--- src/audio_jitter_buffer_gap_concealer_core_macros.svh ---
// assertion macros shared by the jitter buffer gap concealer rtl
`ifndef AUDIO_JITTER_BUFFER_GAP_CONCEALER_CORE_MACROS_SVH
`define AUDIO_JITTER_BUFFER_GAP_CONCEALER_CORE_MACROS_SVH

// property that must hold in the same cycle as its trigger
`define AJBGC_ASSERT_NOW(label, clk, rst, ante, cons, msg) \
   label: assert property (@(posedge clk) disable iff (rst) (ante) |-> (cons)) \
      else $error(msg);

// property that must hold in the cycle after its trigger
`define AJBGC_ASSERT_NEXT(label, clk, rst, ante, cons, msg) \
   label: assert property (@(posedge clk) disable iff (rst) (ante) |=> (cons)) \
      else $error(msg);

`endif

--- src/ajbgc_pkg.sv ---
// shared types and constants of the jitter buffer gap concealer
package ajbgc_pkg;

   localparam int RING_FRAMES_DEFAULT      = 2048;
   localparam int WARMUP_PACKETS_DEFAULT   = 10;
   localparam int MAX_PACKET_BYTES_DEFAULT = 8192;
   localparam int HEADER_BYTES             = 16;

   localparam int SEQ_W      = 32;
   localparam int COUNT_W    = 32;
   localparam int PAYLOAD_W  = 13;
   localparam int READ_W     = 12;
   localparam int BPF_W      = 7;
   localparam int WARMUP_W   = 4;
   localparam int LEVEL_W    = 12;

   localparam logic [BPF_W-1:0] BPF_RESET = 7'd4;

   localparam logic REQ_PACKET = 1'b0;
   localparam logic REQ_READ   = 1'b1;

   typedef enum logic [2:0] {
      GAP_NONE      = 3'd0,
      GAP_CONCEALED = 3'd1,
      GAP_FAILED    = 3'd2,
      GAP_RESYNC    = 3'd3,
      GAP_WARMUP    = 3'd4
   } gap_action_type;

   typedef enum logic [1:0] {
      PAY_STORED   = 2'd0,
      PAY_MISMATCH = 2'd1,
      PAY_DROP     = 2'd2,
      PAY_NONE     = 2'd3
   } payload_action_type;

   typedef struct packed {
      logic [COUNT_W-1:0] discontinuity;
      logic [COUNT_W-1:0] lost_frame;
      logic [COUNT_W-1:0] conceal_fail;
      logic [COUNT_W-1:0] resync;
      logic [COUNT_W-1:0] drop;
      logic [COUNT_W-1:0] mismatch;
   } counters_type;

   typedef struct packed {
      gap_action_type     gap_action;
      payload_action_type payload_action;
      logic [READ_W-1:0]  frames_delivered;
      logic [READ_W-1:0]  frames_short;
   } result_type;

endpackage

--- src/ajbgc_step.sv ---
// per-request evaluation: gap handling, payload check, read drain and next state
module ajbgc_step #(
   parameter int  RING_FRAMES      = ajbgc_pkg::RING_FRAMES_DEFAULT,
   parameter int  MAX_PACKET_BYTES = ajbgc_pkg::MAX_PACKET_BYTES_DEFAULT,
   localparam int FILL_W           = $clog2(RING_FRAMES + 1)
) (
   input  logic                             req_type,
   input  logic [ajbgc_pkg::SEQ_W-1:0]      seq_number,
   input  logic [ajbgc_pkg::COUNT_W-1:0]    frame_count,
   input  logic [ajbgc_pkg::PAYLOAD_W-1:0]  payload_bytes,
   input  logic [ajbgc_pkg::READ_W-1:0]     read_frames,
   input  logic [ajbgc_pkg::BPF_W-1:0]      bytes_per_frame,
   input  logic [ajbgc_pkg::SEQ_W-1:0]      expected_seq,
   input  logic [ajbgc_pkg::WARMUP_W-1:0]   warmup_left,
   input  logic [FILL_W-1:0]                ring_fill,
   input  ajbgc_pkg::counters_type          counters,
   output logic [ajbgc_pkg::SEQ_W-1:0]      expected_seq_in,
   output logic [ajbgc_pkg::WARMUP_W-1:0]   warmup_left_in,
   output logic [FILL_W-1:0]                ring_fill_in,
   output ajbgc_pkg::counters_type          counters_in,
   output ajbgc_pkg::result_type            result
);

   localparam int LIMIT  = MAX_PACKET_BYTES - ajbgc_pkg::HEADER_BYTES;
   localparam int PROD_W = 2 * FILL_W;
   localparam int CMP_W  = FILL_W + ajbgc_pkg::READ_W;
   localparam int PAY_PROD_W = ajbgc_pkg::PAYLOAD_W + ajbgc_pkg::BPF_W;
   localparam logic [FILL_W-1:0] RING_FULL = FILL_W'(RING_FRAMES);

   logic [ajbgc_pkg::SEQ_W-1:0]     gap;
   logic [PROD_W-1:0]               missing_prod;
   logic                            missing_big;
   logic [FILL_W-1:0]               missing;
   logic [FILL_W-1:0]               room_before;
   logic [FILL_W-1:0]               fill_mid;
   logic [FILL_W-1:0]               room_mid;
   logic [ajbgc_pkg::PAYLOAD_W-1:0] pbytes_clamped;
   logic [PAY_PROD_W-1:0]           pay_prod;
   logic                            size_mismatch;
   logic                            read_all;
   logic [ajbgc_pkg::READ_W-1:0]    delivered;

   assign gap = seq_number - expected_seq;

   // both factors are at most the ring size whenever the product can be small
   assign missing_prod = gap[FILL_W-1:0] * frame_count[FILL_W-1:0];
   assign missing_big  = (frame_count != '0) &&
                         ((gap > ajbgc_pkg::SEQ_W'(RING_FRAMES)) ||
                          (frame_count > ajbgc_pkg::COUNT_W'(RING_FRAMES)) ||
                          (missing_prod > PROD_W'(RING_FRAMES)));
   assign missing      = missing_prod[FILL_W-1:0];
   assign room_before  = RING_FULL - ring_fill;

   // receive buffer truncation of the payload length
   assign pbytes_clamped = (32'(payload_bytes) > 32'(LIMIT)) ?
                           ajbgc_pkg::PAYLOAD_W'(LIMIT) : payload_bytes;
   // frame counts past the payload range can only match a zero frame size
   assign pay_prod      = frame_count[ajbgc_pkg::PAYLOAD_W-1:0] * bytes_per_frame;
   assign size_mismatch = (PAY_PROD_W'(pbytes_clamped) != pay_prod) ||
                          ((frame_count[ajbgc_pkg::COUNT_W-1:ajbgc_pkg::PAYLOAD_W] != '0) &&
                           (bytes_per_frame != '0));

   assign read_all  = CMP_W'(read_frames) < CMP_W'(ring_fill);
   assign delivered = read_all ? read_frames : ajbgc_pkg::READ_W'(ring_fill);

   always_comb begin
      expected_seq_in        = expected_seq;
      warmup_left_in         = warmup_left;
      ring_fill_in           = ring_fill;
      counters_in            = counters;
      result.gap_action      = ajbgc_pkg::GAP_NONE;
      result.payload_action  = ajbgc_pkg::PAY_NONE;
      result.frames_delivered = '0;
      result.frames_short     = '0;
      fill_mid               = ring_fill;
      room_mid               = room_before;

      if (req_type == ajbgc_pkg::REQ_READ) begin
         result.frames_delivered = delivered;
         result.frames_short     = read_frames - delivered;
         ring_fill_in            = ring_fill - FILL_W'(delivered);
      end else if (warmup_left != '0) begin
         warmup_left_in    = warmup_left - ajbgc_pkg::WARMUP_W'(1);
         expected_seq_in   = seq_number + ajbgc_pkg::SEQ_W'(1);
         result.gap_action = ajbgc_pkg::GAP_WARMUP;
      end else begin
         if (gap != '0) begin
            counters_in.discontinuity = counters.discontinuity + ajbgc_pkg::COUNT_W'(1);
            if (missing_big) begin
               counters_in.resync = counters.resync + ajbgc_pkg::COUNT_W'(1);
               result.gap_action  = ajbgc_pkg::GAP_RESYNC;
            end else begin
               counters_in.lost_frame = counters.lost_frame + ajbgc_pkg::COUNT_W'(missing);
               if (missing <= room_before) begin
                  fill_mid          = ring_fill + missing;
                  room_mid          = room_before - missing;
                  result.gap_action = ajbgc_pkg::GAP_CONCEALED;
               end else begin
                  counters_in.conceal_fail = counters.conceal_fail +
                                             ajbgc_pkg::COUNT_W'(1);
                  result.gap_action        = ajbgc_pkg::GAP_FAILED;
               end
            end
         end
         expected_seq_in = seq_number + ajbgc_pkg::SEQ_W'(1);
         ring_fill_in    = fill_mid;

         if (size_mismatch) begin
            counters_in.mismatch  = counters.mismatch + ajbgc_pkg::COUNT_W'(1);
            result.payload_action = ajbgc_pkg::PAY_MISMATCH;
         end else if (frame_count <= ajbgc_pkg::COUNT_W'(room_mid)) begin
            ring_fill_in          = fill_mid + frame_count[FILL_W-1:0];
            result.payload_action = ajbgc_pkg::PAY_STORED;
         end else begin
            counters_in.drop      = counters.drop + ajbgc_pkg::COUNT_W'(1);
            result.payload_action = ajbgc_pkg::PAY_DROP;
         end
      end
   end

endmodule

--- src/audio_jitter_buffer_gap_concealer_core.sv ---
// Jitter buffer occupancy tracker with silence concealment of sequence gaps.
// Takes one request per clock when not stalled: a packet arrival (req_type 0)
// or a playback read (req_type 1). An accepted request is captured in the
// input register and evaluated against the buffer state while it sits there;
// its response is loaded into the result register when the input register
// advances, so a new request can follow in every cycle while rsp_stall is low;
// the state update path (gap multiply, room compares, fill add) is the loop
// that sets this rate. A held response stalls the input once the input register
// is also occupied. The fill level and running totals on the response port are
// the state after that request. The user must write bytes_per_frame only while
// no request is in flight, via csr_wr_en/csr_wr_data; the block does not enforce it.
`include "audio_jitter_buffer_gap_concealer_core_macros.svh"

module audio_jitter_buffer_gap_concealer_core #(
   parameter int RING_FRAMES      = ajbgc_pkg::RING_FRAMES_DEFAULT,
   parameter int WARMUP_PACKETS   = ajbgc_pkg::WARMUP_PACKETS_DEFAULT,
   parameter int MAX_PACKET_BYTES = ajbgc_pkg::MAX_PACKET_BYTES_DEFAULT
) (
   input  logic                             clock,
   input  logic                             reset,
   input  logic                             csr_wr_en,
   input  logic [ajbgc_pkg::BPF_W-1:0]      csr_wr_data,
   input  logic                             req_valid,
   output logic                             req_stall,
   input  logic                             req_type,
   input  logic [ajbgc_pkg::SEQ_W-1:0]      req_seq_number,
   input  logic [ajbgc_pkg::COUNT_W-1:0]    req_frame_count,
   input  logic [ajbgc_pkg::PAYLOAD_W-1:0]  req_payload_bytes,
   input  logic [ajbgc_pkg::READ_W-1:0]     req_read_frames,
   output logic                             rsp_valid,
   input  logic                             rsp_stall,
   output logic [2:0]                       rsp_gap_action,
   output logic [1:0]                       rsp_payload_action,
   output logic [ajbgc_pkg::READ_W-1:0]     rsp_frames_delivered,
   output logic [ajbgc_pkg::READ_W-1:0]     rsp_frames_short,
   output logic [ajbgc_pkg::LEVEL_W-1:0]    rsp_fill_level,
   output logic [ajbgc_pkg::COUNT_W-1:0]    rsp_discontinuity_total,
   output logic [ajbgc_pkg::COUNT_W-1:0]    rsp_lost_frame_total,
   output logic [ajbgc_pkg::COUNT_W-1:0]    rsp_conceal_fail_total,
   output logic [ajbgc_pkg::COUNT_W-1:0]    rsp_resync_total,
   output logic [ajbgc_pkg::COUNT_W-1:0]    rsp_drop_total,
   output logic [ajbgc_pkg::COUNT_W-1:0]    rsp_mismatch_total
);

   localparam int FILL_W = $clog2(RING_FRAMES + 1);
   localparam int WIDE_W = FILL_W + ajbgc_pkg::LEVEL_W;

   logic                             in_valid_ff;
   logic                             in_valid_in;
   logic                             in_type_ff;
   logic [ajbgc_pkg::SEQ_W-1:0]      in_seq_ff;
   logic [ajbgc_pkg::COUNT_W-1:0]    in_frames_ff;
   logic [ajbgc_pkg::PAYLOAD_W-1:0]  in_pbytes_ff;
   logic [ajbgc_pkg::READ_W-1:0]     in_read_ff;
   logic                             out_valid_ff;
   logic                             out_valid_in;
   ajbgc_pkg::result_type            result_ff;
   ajbgc_pkg::result_type            result_in;
   logic [ajbgc_pkg::BPF_W-1:0]      bpf_ff;
   logic [ajbgc_pkg::SEQ_W-1:0]      expected_seq_ff;
   logic [ajbgc_pkg::SEQ_W-1:0]      expected_seq_in;
   logic [ajbgc_pkg::WARMUP_W-1:0]   warmup_ff;
   logic [ajbgc_pkg::WARMUP_W-1:0]   warmup_in;
   logic [FILL_W-1:0]                fill_ff;
   logic [FILL_W-1:0]                fill_in;
   ajbgc_pkg::counters_type          counters_ff;
   ajbgc_pkg::counters_type          counters_in;
   logic                             advance;
   logic                             accept;
   logic [WIDE_W-1:0]                fill_wide;

   // the input register moves on whenever the result register is free or draining
   assign advance   = in_valid_ff && (!out_valid_ff || !rsp_stall);
   assign req_stall = in_valid_ff && !advance;
   assign accept    = req_valid && !req_stall;

   assign in_valid_in  = accept ? 1'b1 : (advance ? 1'b0 : in_valid_ff);
   assign out_valid_in = advance ? 1'b1 : (out_valid_ff && rsp_stall);

   ajbgc_step #(
      .RING_FRAMES      (RING_FRAMES),
      .MAX_PACKET_BYTES (MAX_PACKET_BYTES)
   ) u_step (
      .req_type        (in_type_ff),
      .seq_number      (in_seq_ff),
      .frame_count     (in_frames_ff),
      .payload_bytes   (in_pbytes_ff),
      .read_frames     (in_read_ff),
      .bytes_per_frame (bpf_ff),
      .expected_seq    (expected_seq_ff),
      .warmup_left     (warmup_ff),
      .ring_fill       (fill_ff),
      .counters        (counters_ff),
      .expected_seq_in (expected_seq_in),
      .warmup_left_in  (warmup_in),
      .ring_fill_in    (fill_in),
      .counters_in     (counters_in),
      .result          (result_in)
   );

   always_ff @(posedge clock) begin
      if (reset) begin
         in_valid_ff  <= 1'b0;
         out_valid_ff <= 1'b0;
      end else begin
         in_valid_ff  <= in_valid_in;
         out_valid_ff <= out_valid_in;
      end
   end

   always_ff @(posedge clock) begin
      if (accept) begin
         in_type_ff   <= req_type;
         in_seq_ff    <= req_seq_number;
         in_frames_ff <= req_frame_count;
         in_pbytes_ff <= req_payload_bytes;
         in_read_ff   <= req_read_frames;
      end
      if (advance) begin
         result_ff <= result_in;
      end
   end

   always_ff @(posedge clock) begin
      if (reset) begin
         bpf_ff <= ajbgc_pkg::BPF_RESET;
      end else if (csr_wr_en) begin
         bpf_ff <= csr_wr_data;
      end
   end

   // state only moves with the result register, so it stays matched to a held response
   always_ff @(posedge clock) begin
      if (reset) begin
         expected_seq_ff <= '0;
         warmup_ff       <= ajbgc_pkg::WARMUP_W'(WARMUP_PACKETS);
         fill_ff         <= '0;
         counters_ff     <= '0;
      end else if (advance) begin
         expected_seq_ff <= expected_seq_in;
         warmup_ff       <= warmup_in;
         fill_ff         <= fill_in;
         counters_ff     <= counters_in;
      end
   end

   assign fill_wide = WIDE_W'(fill_ff);

   assign rsp_valid               = out_valid_ff;
   assign rsp_gap_action          = result_ff.gap_action;
   assign rsp_payload_action      = result_ff.payload_action;
   assign rsp_frames_delivered    = result_ff.frames_delivered;
   assign rsp_frames_short        = result_ff.frames_short;
   assign rsp_fill_level          = fill_wide[ajbgc_pkg::LEVEL_W-1:0];
   assign rsp_discontinuity_total = counters_ff.discontinuity;
   assign rsp_lost_frame_total    = counters_ff.lost_frame;
   assign rsp_conceal_fail_total  = counters_ff.conceal_fail;
   assign rsp_resync_total        = counters_ff.resync;
   assign rsp_drop_total          = counters_ff.drop;
   assign rsp_mismatch_total      = counters_ff.mismatch;

   `AJBGC_ASSERT_NOW(a_fill_bound, clock, reset, 1'b1,
      fill_ff <= FILL_W'(RING_FRAMES), "ring fill above ring size")
   `AJBGC_ASSERT_NOW(a_held_no_advance, clock, reset, out_valid_ff && rsp_stall,
      !advance, "state advanced under a held response")
   `AJBGC_ASSERT_NOW(a_warmup_quiet, clock, reset, warmup_ff != '0,
      counters_ff == '0, "counters moved during warmup")
   `AJBGC_ASSERT_NEXT(a_idle_state, clock, reset, !advance,
      $stable(fill_ff) && $stable(counters_ff), "state changed without a request")

endmodule
--- config.mk ---
export PLATFORM = sky130hd
export DESIGN_NAME = audio_jitter_buffer_gap_concealer_core
export DESIGN_NICKNAME = d
export VERILOG_FILES = /design/src/ajbgc_pkg.sv /design/src/ajbgc_step.sv /design/src/audio_jitter_buffer_gap_concealer_core.sv
export VERILOG_INCLUDE_DIRS = /design/src /design/src/src
export SDC_FILE = /design/constraint.sdc
export NUM_CORES = 1
export LEC_CHECK = 0
export BUFFER_PORTS_ARGS = -buffer_cell sky130_fd_sc_hd__clkbuf_2
export CORE_MARGIN = 5
export CORE_UTILIZATION = 54
export DETAILED_ROUTE_END_ITERATION = 10
export PLACE_DENSITY = 0.82
export SLEW_MARGIN = 20
export SYNTH_ARGS = -nofsm -noshare
export SYNTH_HDL_FRONTEND = slang
export SYNTH_SLANG_ARGS = --single-unit
export TNS_END_PERCENT = 30
--- constraint.sdc ---
create_clock -name clock -period 12.02 [get_ports clock]
set_input_delay 0 -clock clock [delete_from_list [all_inputs] [get_ports clock]]
set_output_delay 0 -clock clock [all_outputs]
set_load 0.03 [all_outputs]
=== Word level (Yosys, flattened, before mapping) ===
Index checks and enable logic that the tools add are counted.

* Bits in registers: 368
* Bits of input ports: 102
* Output and inout port bits: 235
* Word-level logic and storage cells: 113

* $add $sub $neg: 15
* $mul: 2
* Order comparisons: 7
* Equality and inequality tests: 2
* Muxes and demuxes: 25
* Bitwise gates (word level): 7
* Reductions and logical operators: 32

{| class="wikitable"
|+ Operators by type and width
! operator !! count
|-
| 32-bit by 1-bit adder with 32-bit output, second input constant || 6
|-
| 12-bit two-way mux || 15
|-
| 32-bit by 12-bit > comparator with 1-bit output, second input constant || 2
|-
| 32-bit nonzero test || 2
|-
| 12-bit subtractor || 3
|-
| 32-bit by 12-bit adder with 32-bit output || 1
|-
| 32-bit by 12-bit <= comparator with 1-bit output || 1
|-
| 32-bit subtractor || 1
|-
| 12-bit adder || 2
|-
| 24-bit by 12-bit > comparator with 1-bit output, second input constant || 1
|-
| 12-bit by 12-bit multiplier with 24-bit output || 1
|-
| 13-bit by 7-bit multiplier with 20-bit output || 1
|-
| 13-bit by 20-bit inequality test with 1-bit output || 1
|-
| 19-bit nonzero test || 1
|-
| 5-bit AND reduction || 3
|-
| 13-bit > comparator, second input constant || 1
|-
| 13-bit two-way mux || 1
|-
| 12-bit <= comparator || 1
|-
| 12-bit < comparator || 1
|-
| 12-bit subtractor, first input constant || 1
|-
| 3-bit two-way mux || 3
|-
| 4-bit AND reduction || 2
|-
| 1-bit inverter || 7
|-
| 7-bit nonzero test || 1
|-
| other kinds (14) || 31
|}

=== Depth between registers and ports, before layout ===
Gate-level depths: netlist (run 1).

* Word-level depth: 14
* Mapped depth: 50
* Depth with buffers taken out: 46

=== Modules after synthesis ===
A second synthesis (run 1) with hierarchy kept.

* Cells, all modules: 3862
* Area, all modules: 34236.6 sq um

{| class="wikitable"
|+ By module, submodules not included
! module !! instances !! cells an instance !! area each (sq um) !! seq. area each (sq um)
|-
| ajbgc_step || 1 || 2670 || 19605.1 || 0.0
|-
| audio_jitter_buffer_gap_concealer_core || 1 || 1192 || 14631.5 || 8558.2
|}

=== Least setup slack after synthesis (run 1) ===
No wires, ideal clock.

* Path type: reg2reg
* Start point: register in_seq_ff[0] (netlist bit)
* End point: register counters_ff (netlist bit rsp_drop_total[22])
* Library setup time: 0.128 ns
* Data arrival time: 10.291 ns
* Data required time: 11.892 ns
* Slack: 1.601 ns
* Cell stages (with the launch flop): 47
* Path buffers: 5
* Period minus slack after synthesis: 10.419 ns
* Cells stage by stage: edfxtp_1 > inv_1 > ha_1 > fa_1 > nand2b_1 > a211oi_1 > nor2_1 > o21ai_0 > xor2_1 > clkbuf_1 > nand2_1 > fa_1 > inv_1 > fa_1 > fa_1 > fa_1 > inv_1 > fa_1 > (+11 left out) > o211ai_2 > buf_2 > buf_2 > mux2i_1 > ha_1 > nor2b_1 > o21a_1 > o21a_1 > o21a_1 > o21ai_0 > a31oi_1 > o41ai_1 > and4bb_2 > nand4_1 > clkbuf_1 > nor3_1 > xnor2_1 > nor2_1

* Word-level cells in the longest chain between the ends: 12
* Elaborated cells on any way between the ends: 18
* Those cells by class: add/sub (2); mul (1); order compare (4); mux (5); bitwise (1); reduce/logical (5)

{| class="wikitable"
|+ Ends and longest elaborated chain
! element !! line !! source
|-
| from (decl) || audio_jitter_buffer_gap_concealer_core.sv:51 || <nowiki>logic [ajbgc_pkg::SEQ_W-1:0] in_seq_ff;</nowiki>
|-
| from (signal assigned) || audio_jitter_buffer_gap_concealer_core.sv:114 || <nowiki>in_seq_ff <= req_seq_number;</nowiki>
|-
| 32-bit subtractor (*) || ajbgc_step.sv:43 || <nowiki>assign gap = seq_number - expected_seq;</nowiki>
|-
| 12-bit by 12-bit multiplier with 24-bit output or 32-bit by 12-bit > comparator with 1-bit output (tied branches) || ajbgc_step.sv:46, ajbgc_step.sv:48 ||
|-
| 24-bit by 12-bit > comparator with 1-bit output or 1-bit logical OR (tied branches) || ajbgc_step.sv:50, ajbgc_step.sv:48 ||
|-
| 1-bit logical OR || ajbgc_step.sv:49 || <nowiki>(frame_count > ajbgc_pkg::COUNT_W'(RING_FRAMES)) ||</nowiki>
|-
| 1-bit logical AND || ajbgc_step.sv:47 || <nowiki>assign missing_big = (frame_count != '0) &&</nowiki>
|-
| 12-bit two-way mux || ajbgc_step.sv:89 || <nowiki>if (missing_big) begin</nowiki>
|-
| 12-bit two-way mux (*) || ajbgc_step.sv:87 || <nowiki>if (gap != '0) begin</nowiki>
|-
| 12-bit two-way mux (*) || ajbgc_step.sv:82 || <nowiki>end else if (warmup_left != '0) begin</nowiki>
|-
| 12-bit two-way mux (*) || ajbgc_step.sv:78 || <nowiki>if (req_type == ajbgc_pkg::REQ_READ) begin</nowiki>
|-
| 32-bit by 12-bit <= comparator with 1-bit output (*) || ajbgc_step.sv:111 || <nowiki>end else if (frame_count <= ajbgc_pkg::COUNT_W'(room_mid)) begin</nowiki>
|-
| 1-bit inverter (no line) (*) || n/a ||
|-
| 5-bit AND reduction (no line) (*) || n/a ||
|-
| to (signal assigned) || audio_jitter_buffer_gap_concealer_core.sv:143 || <nowiki>counters_ff <= counters_in;</nowiki>
|-
| to (decl) || audio_jitter_buffer_gap_concealer_core.sv:66 || <nowiki>ajbgc_pkg::counters_type counters_ff;</nowiki>
|}

Every way passes the cells marked *; elsewhere a longest branch is shown, timed or not. The select of a mux whose other input is x is not followed.
A chain may end at the register's enable or synchronous reset.

=== Worst setup path in the final report (run 1) ===
* Start point: register in_seq_ff[4] (netlist bit)
* End point: register counters_ff (netlist bit rsp_drop_total[31])

The elaborated chain is that of the path after synthesis.

==> results.py, run 1 <==
metrics = {
    "outcome": {
        "status": "finished, final reports clean",
    },
    "logic_synthesis": {
        "synth_edf_count": 119,
        "synthArstFlopShare_pct": 0,
        "yosys_register_bits": 368,
        "synth_top_area_share_pct": 16.9,
        "synthesis.nets": 3897,
        "yosysSeqAreaShare_pct": 29.0,
        "ys.warnings.count": 0,
        "ys.flop_type": "dfxtp_1",
        "synth.largest_area_cell": "dfxtp_1",
        "avgSynthCellArea_um2": 8.69,
        "synth.distinct_cells": 83,
        "ys_top_cells_by_area": "dfxtp_1 17%, edfxtp_1 12%, fa_1 11%",
        "synth_area_um2": 29600,
        "synthCells": 3403,
    },
    "detailed_routing": {
        "dr_total_vias": 25970,
        "avgViaCountPerCell": 5.76,
        "wire_per_inst_um": 18.0,
        "first_pass_iters": 7,
        "wirelength_um": 81000,
        "drc_errors": 0,
        "ant_nets": 0,
        "drt-initial-drc-count": 1806,
    },
    "critical_path": {
        "path_common_cell": "fa_1",
        "crit_fanout": 15,
        "cp_slowest_cell": "fa_1",
        "reg2regPathDepth": 42,
        "end_kind": "register",
        "cp_data_required_time_ns": 12.46,
        "critPathKind": "reg -> reg",
        "start_kind": "register",
        "arrival_ns": 11.84,
        "max_stage_delay_ns": 0.60,
    },
    "clock_network": {
        "cts_made_buffers": 41,
        "insertion_delay_ns": 0.59,
        "clock-root-buffer": "clkbuf_16",
        "clock_path_buffers": 3,
        "htree_num_levels": 2,
        "clock-sinks": 368,
        "clkSlewWorstSetupHoldPaths_ns": 0.07,
        "cts_tree": "yes",
    },
    "floorplanning": {
        "die_x_um": 244,
        "placement_rows": 85,
        "dieArea_um2": 59500,
        "die_h_um": 244,
        "core_um2": 54000,
        "num_io_pins": 337,
        "start_util_pct": 54.7,
    },
    "min_path": {
        "hold_depth": 2,
        "hp-class": "in -> reg",
    },
    "sta": {
        "maxSlewViolCount": 0,
        "setup_viol": 0,
        "final-hold-violation-count": 0,
        "clock.fmax_ghz": 0.0877,
        "fin_crit_sh_pct": 94.9,
        "skew_ns": 0.0398,
        "finalCriticalPeriod_ns": 11.40,
        "tightest_slew_ns": 1.12,
        "rsz0062_at_grt": "false",
        "maxSlewHeadroom_pct": 25.2,
        "fin_tns_setup_ns": 0,
    },
    "global_routing": {
        "grt_antenna_before_repair": 0,
        "grt_pass1_vias": 25582,
        "grt_pass1_wl_um": 131000,
        "grt_start_max_net_pins": 105,
        "grtUsageTotal_pct": 26.4,
        "grt-ovfl-total": 0,
    },
    "layout": {
        "final_area_um2": 34300,
        "antennaDiodeCount": 0,
        "regArea_um2": 8560,
        "instances_no_fill": 4509,
        "fillers": 4350,
        "multiInputGateArea_um2": 19200,
        "drive_gt1_share_pct": 13.2,
        "nets": 4274,
        "syn2layout_area_growth_pct": 16.1,
    },
    "pwr": {
        "power_density_nw_per_um2": 228,
        "ir_worst_vdd_mv": 0.364,
        "p_leak_nw": 14.6,
        "p_total_mw": 7.83,
    },
    "place": {
        "portBuffers": 336,
        "hpwl_um": 57500,
        "placed_area_um2": 31800,
        "gp_congestion": 0.936,
        "numPlacedInstances": 4319,
    },
    "job": {
        "drv_cap": 0,
    },
}
## cells by family after synthesis
family	Yosys count	share of synthesized area (%)
mux	65	2.31
flops	368	29.0
xor+xnor	245	7.26
simple gates	1279	22.1
compound gates	579	12.6
fa+ha+maj	392	20.7
buf+inv	475	6.09
## cell type report
cell class	count	area share [%]
inverter	328	3.59
timing repair buffer	480	8.91
multi-input combinational	2561	56.1
tap	696	2.54
sequential	368	24.9
clock buffer	57	3.42
clock inverter	19	0.554
## per-layer routing
layer	wire length [µm]	global-route usage, %	up-vias
met3	5510	4.80	201
met5	0	0	-
met1	33500	33.3	12399
met4	3130	9.79	0
met2	38900	45.6	889
li1	-	-	12481
## where the power goes
group	switching, mW	total [mW]	internal [mW]
logic	3.03	5.20	2.17
registers	0.0413	1.37	1.32
clock network	0.547	1.26	0.718
total	3.61	7.83	4.21
## synthesized netlist by cell type, drive strengths merged, types with 22 or more instances
cell type	count
nor4	69
nand2b	28
xnor2	186
mux2	26
a21oi	199
o21a	23
or3	64
fa	161
mux2i	39
nand2	231
a21o	30
edfxtp	119
nand3	93
dfxtp	249
inv	328
nor2b	52
buf	26
ha	231
o21bai	22
clkbuf	121
a211oi	44
nand4	60
xor2	59
and2	160
o21ai	128
nor3	72
nor2	340
and3	40
## worst paths after layout
kind	from	slack (ns)	to
worst max-delay path	in_seq_ff[4]	0.62	rsp_drop_total[31]
worst min-delay path	req_seq_number[10]	0.14	in_seq_ff[10]
worst max register to register	in_seq_ff[4]	0.62	rsp_drop_total[31]
worst min register to register	expected_seq_ff[20]	0.50	expected_seq_ff[20]
## metrics by stage
step	hold WS, ns	setup slack (ns)	utilization, %
2_1_floorplan	0.0989	1.60	-
3_3_place_gp	0.177	0.564	58.9
3_5_place_dp	0.179	0.131	58.9
4_1_cts	0.106	0.147	63.4
5_1_grt	0.120	0.0147	63.5
6_report	0.136	0.619	63.5
## sequential cells by signal, indices dropped and copies added, names as in the netlist, 3 cells and up
| name | cells |
|---|---|
| rsp_fill_level | 12 |
| rsp_conceal_fail_total | 32 |
| rsp_mismatch_total | 32 |
| rsp_drop_total | 32 |
| in_read_ff | 12 |
| bpf_ff | 7 |
| in_seq_ff | 32 |
| rsp_lost_frame_total | 32 |
| rsp_discontinuity_total | 32 |
| in_frames_ff | 32 |
| rsp_frames_short | 12 |
| expected_seq_ff | 32 |
| in_pbytes_ff | 13 |
| rsp_frames_delivered | 12 |
| rsp_resync_total | 32 |
| rsp_gap_action | 3 |
| warmup_ff | 4 |
## worst max-delay path: cells and delay by family, from the launching register on
kind / cells / cell delay (ns)
buffers and inverters: 4 / 0.43
AOI/OAI and AO/OA: 13 / 2.86
adders and majority gates: 8 / 3.62
DFF: 1 / 0.44
muxes: 1 / 0.17
xor gates and xnor gates: 2 / 0.57
and+or+nand+nor: 14 / 3.20
## placed cells by master, fill, tap and decap left out, types with 10 or more instances in the layout
master / instances
nand2_1: 231
fa_1: 161
ha_1: 231
o31ai_1: 14
nor2b_1: 51
nand3_1: 93
a311oi_1: 10
and2_1: 158
clkbuf_1: 10
a21oi_1: 198
clkbuf_16: 44
o21bai_1: 22
xor2_1: 58
and4_1: 13
nand4_1: 60
a21o_1: 30
buf_4: 33
nor3_1: 72
a31oi_1: 15
nand2b_1: 28
dfxtp_1: 249
nor2_1: 339
o21a_1: 23
and3_1: 40
nor4_1: 69
xnor2_1: 186
dlygate4sd3_1: 110
clkbuf_2: 335
edfxtp_1: 119
a211oi_1: 43
mux2i_1: 39
nor4b_1: 13
inv_1: 328
or4_1: 16
o211ai_1: 15
mux2_2: 26
o21ai_0: 124
or3_1: 64
o221a_2: 10
## what timing repair did
item                                    in CTS  in global routing
resized for setup                            0                  2
setup buffers                                0                  3
hold endpoints to repair                   162                  0
hold buffers                               110                  0
endpoints found under the setup margin       0                 44
Power figures use the tool's default switching activity.
==> run 2, diff against run 1 <==
--- a/config.mk
+++ b/config.mk
@@ -6,11 +6,12 @@
 export SDC_FILE = /design/constraint.sdc
 export NUM_CORES = 1
 export LEC_CHECK = 0
+export ABC_AREA = 1
 export BUFFER_PORTS_ARGS = -buffer_cell sky130_fd_sc_hd__clkbuf_2
 export CORE_MARGIN = 5
 export CORE_UTILIZATION = 54
 export DETAILED_ROUTE_END_ITERATION = 10
-export PLACE_DENSITY = 0.82
+export PLACE_DENSITY = 0.81
 export SLEW_MARGIN = 20
 export SYNTH_ARGS = -nofsm -noshare
 export SYNTH_HDL_FRONTEND = slang
==> run 2 against run 1 <==
- register-to-register slack gained 0.66 ns
- die area up 13%
- combinational power rose by 8.3%
- sequential power about the same
- clock power grew 9%
- power is 6.9% higher
- global-route usage is 3.9 points higher
- wire length grew 29%
==> results.py, run 2 <==
metrics = {
    "logic_synthesis": {
        "synthMuxAreaShare_pct": 0.0599,
        "synth-compound-area-share_pct": 9.31,
        "synth_top_area_share_pct": 14.9,
        "synth_top_family_by_area": "simple AND/OR/NAND/NOR gates",
        "synthesis.nets": 5389,
        "synth_area_um2": 33400,
        "ys.flop_type": "dfxtp_1",
        "synthCells": 4895,
        "synth_edf_count": 119,
        "synth.largest_area_cell": "dfxtp_1",
        "yosysSeqAreaShare_pct": 25.6,
        "synthAdderAreaFrac_pct": 18.3,
        "avgSynthCellArea_um2": 6.83,
        "yosys-top-cells-count": "1,296 x nand2_1, 849 x inv_1, 483 x nor2_1, 351 x a21oi_1, 249 x dfxtp_1",
        "ys.warnings.count": 0,
        "synthArstFlopShare_pct": 0,
        "yosysMostFrequentCell": "nand2_1",
        "synthSimpleGateAreaFrac_pct": 29.5,
        "ys_top_cells_by_area": "dfxtp_1 15%, nand2_1 15%, edfxtp_1 11%",
        "synth.distinct_cells": 63,
        "yosys_register_bits": 368,
        "synth_xor_area_share_pct": 5.92,
    },
    "sta": {
        "rsz0062_at_grt": "false",
        "fin_crit_sh_pct": 89.3,
        "holdWs_ns": 0.125,
        "finalCriticalPeriod_ns": 10.74,
        "setup_viol": 0,
        "setup_ws_ns": 1.28,
        "maxSlewViolCount": 0,
        "final-hold-violation-count": 0,
        "maxSlewHeadroom_pct": 39.6,
        "fin_tns_setup_ns": 0,
        "skew_ns": 0.0204,
        "clock.fmax_ghz": 0.0931,
        "tightest_slew_ns": 0.906,
    },
    "layout": {
        "nets": 5792,
        "final_area_um2": 38400,
        "post-route-util_pct": 62.4,
        "instances_no_fill": 6123,
        "layout_commonest_cell": "nand2_1",
        "drive_gt1_share_pct": 9.13,
        "layout_common_cells": "1,296 x nand2_1, 846 x inv_1, 482 x nor2_1",
        "syn2layout_area_growth_pct": 14.8,
    },
    "clock_network": {
        "clock-sinks": 368,
        "cts_tree": "yes",
        "clock_path_buffers": 3,
        "clkSlewWorstSetupHoldPaths_ns": 0.06,
        "cts_made_buffers": 43,
        "clock-root-buffer": "clkbuf_16",
        "post_cts_buffers": 0,
        "insertion_delay_ns": 0.60,
        "htree_num_levels": 2,
    },
    "critical_path": {
        "start_kind": "register",
        "critPathKind": "reg -> reg",
        "crit_buf_inv": 11,
        "cp_data_required_time_ns": 12.46,
        "path_common_cell": "nand2_1",
        "crit_fanout": 25,
        "max_stage_delay_ns": 0.56,
        "arrival_ns": 11.18,
        "end_kind": "register",
        "cp_slowest_cell": "fa_1",
        "critPathTopFamily": "adder cells",
    },
    "detailed_routing": {
        "first_pass_iters": 8,
        "drc_errors": 0,
        "ant_nets": 0,
        "drt-initial-drc-count": 2882,
        "avgViaCountPerCell": 5.45,
        "wire_per_inst_um": 17.1,
        "wirelength_um": 104000,
        "dr_total_vias": 33365,
    },
    "floorplanning": {
        "dieArea_um2": 67000,
        "core_um2": 61500,
        "placement_rows": 91,
        "num_io_pins": 337,
        "start_util_pct": 54.4,
        "die_x_um": 259,
        "die_h_um": 259,
    },
    "pwr": {
        "p_leak_nw": 18.9,
        "p_total_mw": 8.37,
        "ir_worst_vdd_mv": 0.387,
        "power_density_nw_per_um2": 218,
    },
    "place": {
        "numPlacedInstances": 5929,
        "pre_cts_ws_ns": 1.08,
        "gp_congestion": 0.969,
        "portBuffers": 336,
        "hpwl_um": 79200,
        "placed_area_um2": 35800,
    },
    "job": {
        "drv_cap": 0,
    },
    "global_routing": {
        "grt_pass1_vias": 32142,
        "grt_antenna_before_repair": 4,
        "grt_start_max_net_pins": 66,
        "grt_pass1_wl_um": 168000,
        "grt-ovfl-total": 0,
        "grtUsageTotal_pct": 30.4,
    },
    "outcome": {
        "status": "finished, final reports clean",
    },
    "min_path": {
        "hp-class": "in -> reg",
    },
}
run 2: routing by layer:
metal  wire length [µm]  vias up  global-route usage [%]
met5                 36        -                       0
met4               3770        6                    10.3
met3              10100      268                    7.53
met2              47200     1373                    49.5
met1              43300    15359                    39.7
li1                   -    16359                       -
run 2: path summary, 6_finish.rpt:
kind                                         start                 end  slack, ns  cells after the start
worst min register to register         in_valid_ff           rsp_valid       0.48                      2
worst min-delay path            req_seq_number[15]       in_seq_ff[15]       0.13                      2
worst max-delay path                  in_seq_ff[0]  rsp_drop_total[21]       1.28                     48
worst max register to register        in_seq_ff[0]  rsp_drop_total[21]       1.28                     48
run 2: cells by family (layout without fill, tap and decap cells):
| group | count (synthesis) | in the layout |
|---|---|---|
| compound gates | 585 | 585 |
| xor+xnor | 222 | 222 |
| fa+ha+maj | 392 | 392 |
| buf+inv | 984 | 1421 |
| flops | 368 | 368 |
| mux | 2 | 2 |
| other cells | 0 | 1 |
| simple gates | 2342 | 2342 |
run 2: cell type report:
| type | count | area, µm² |
|---|---|---|
| fill | 5587 | 23100 |
| multi-input combinational | 3543 | 21100 |
| sequential | 368 | 8560 |
| inverter | 871 | 3280 |
| timing repair buffer | 471 | 2990 |
| clock buffer | 51 | 1130 |
| tap | 790 | 988 |
| clock inverter | 28 | 330 |
| antenna | 1 | 2.50 |
run 2: power breakdown:
group	internal, mW	switching, mW
clock network	0.788	0.579
registers	1.32	0.0453
logic	1.95	3.68
total	4.07	4.30
run 2: what timing repair did:
action	CTS	global route
setup endpoints to repair	0	19
hold endpoints to repair	149	0
gates resized for setup	0	1
hold buffers	114	0
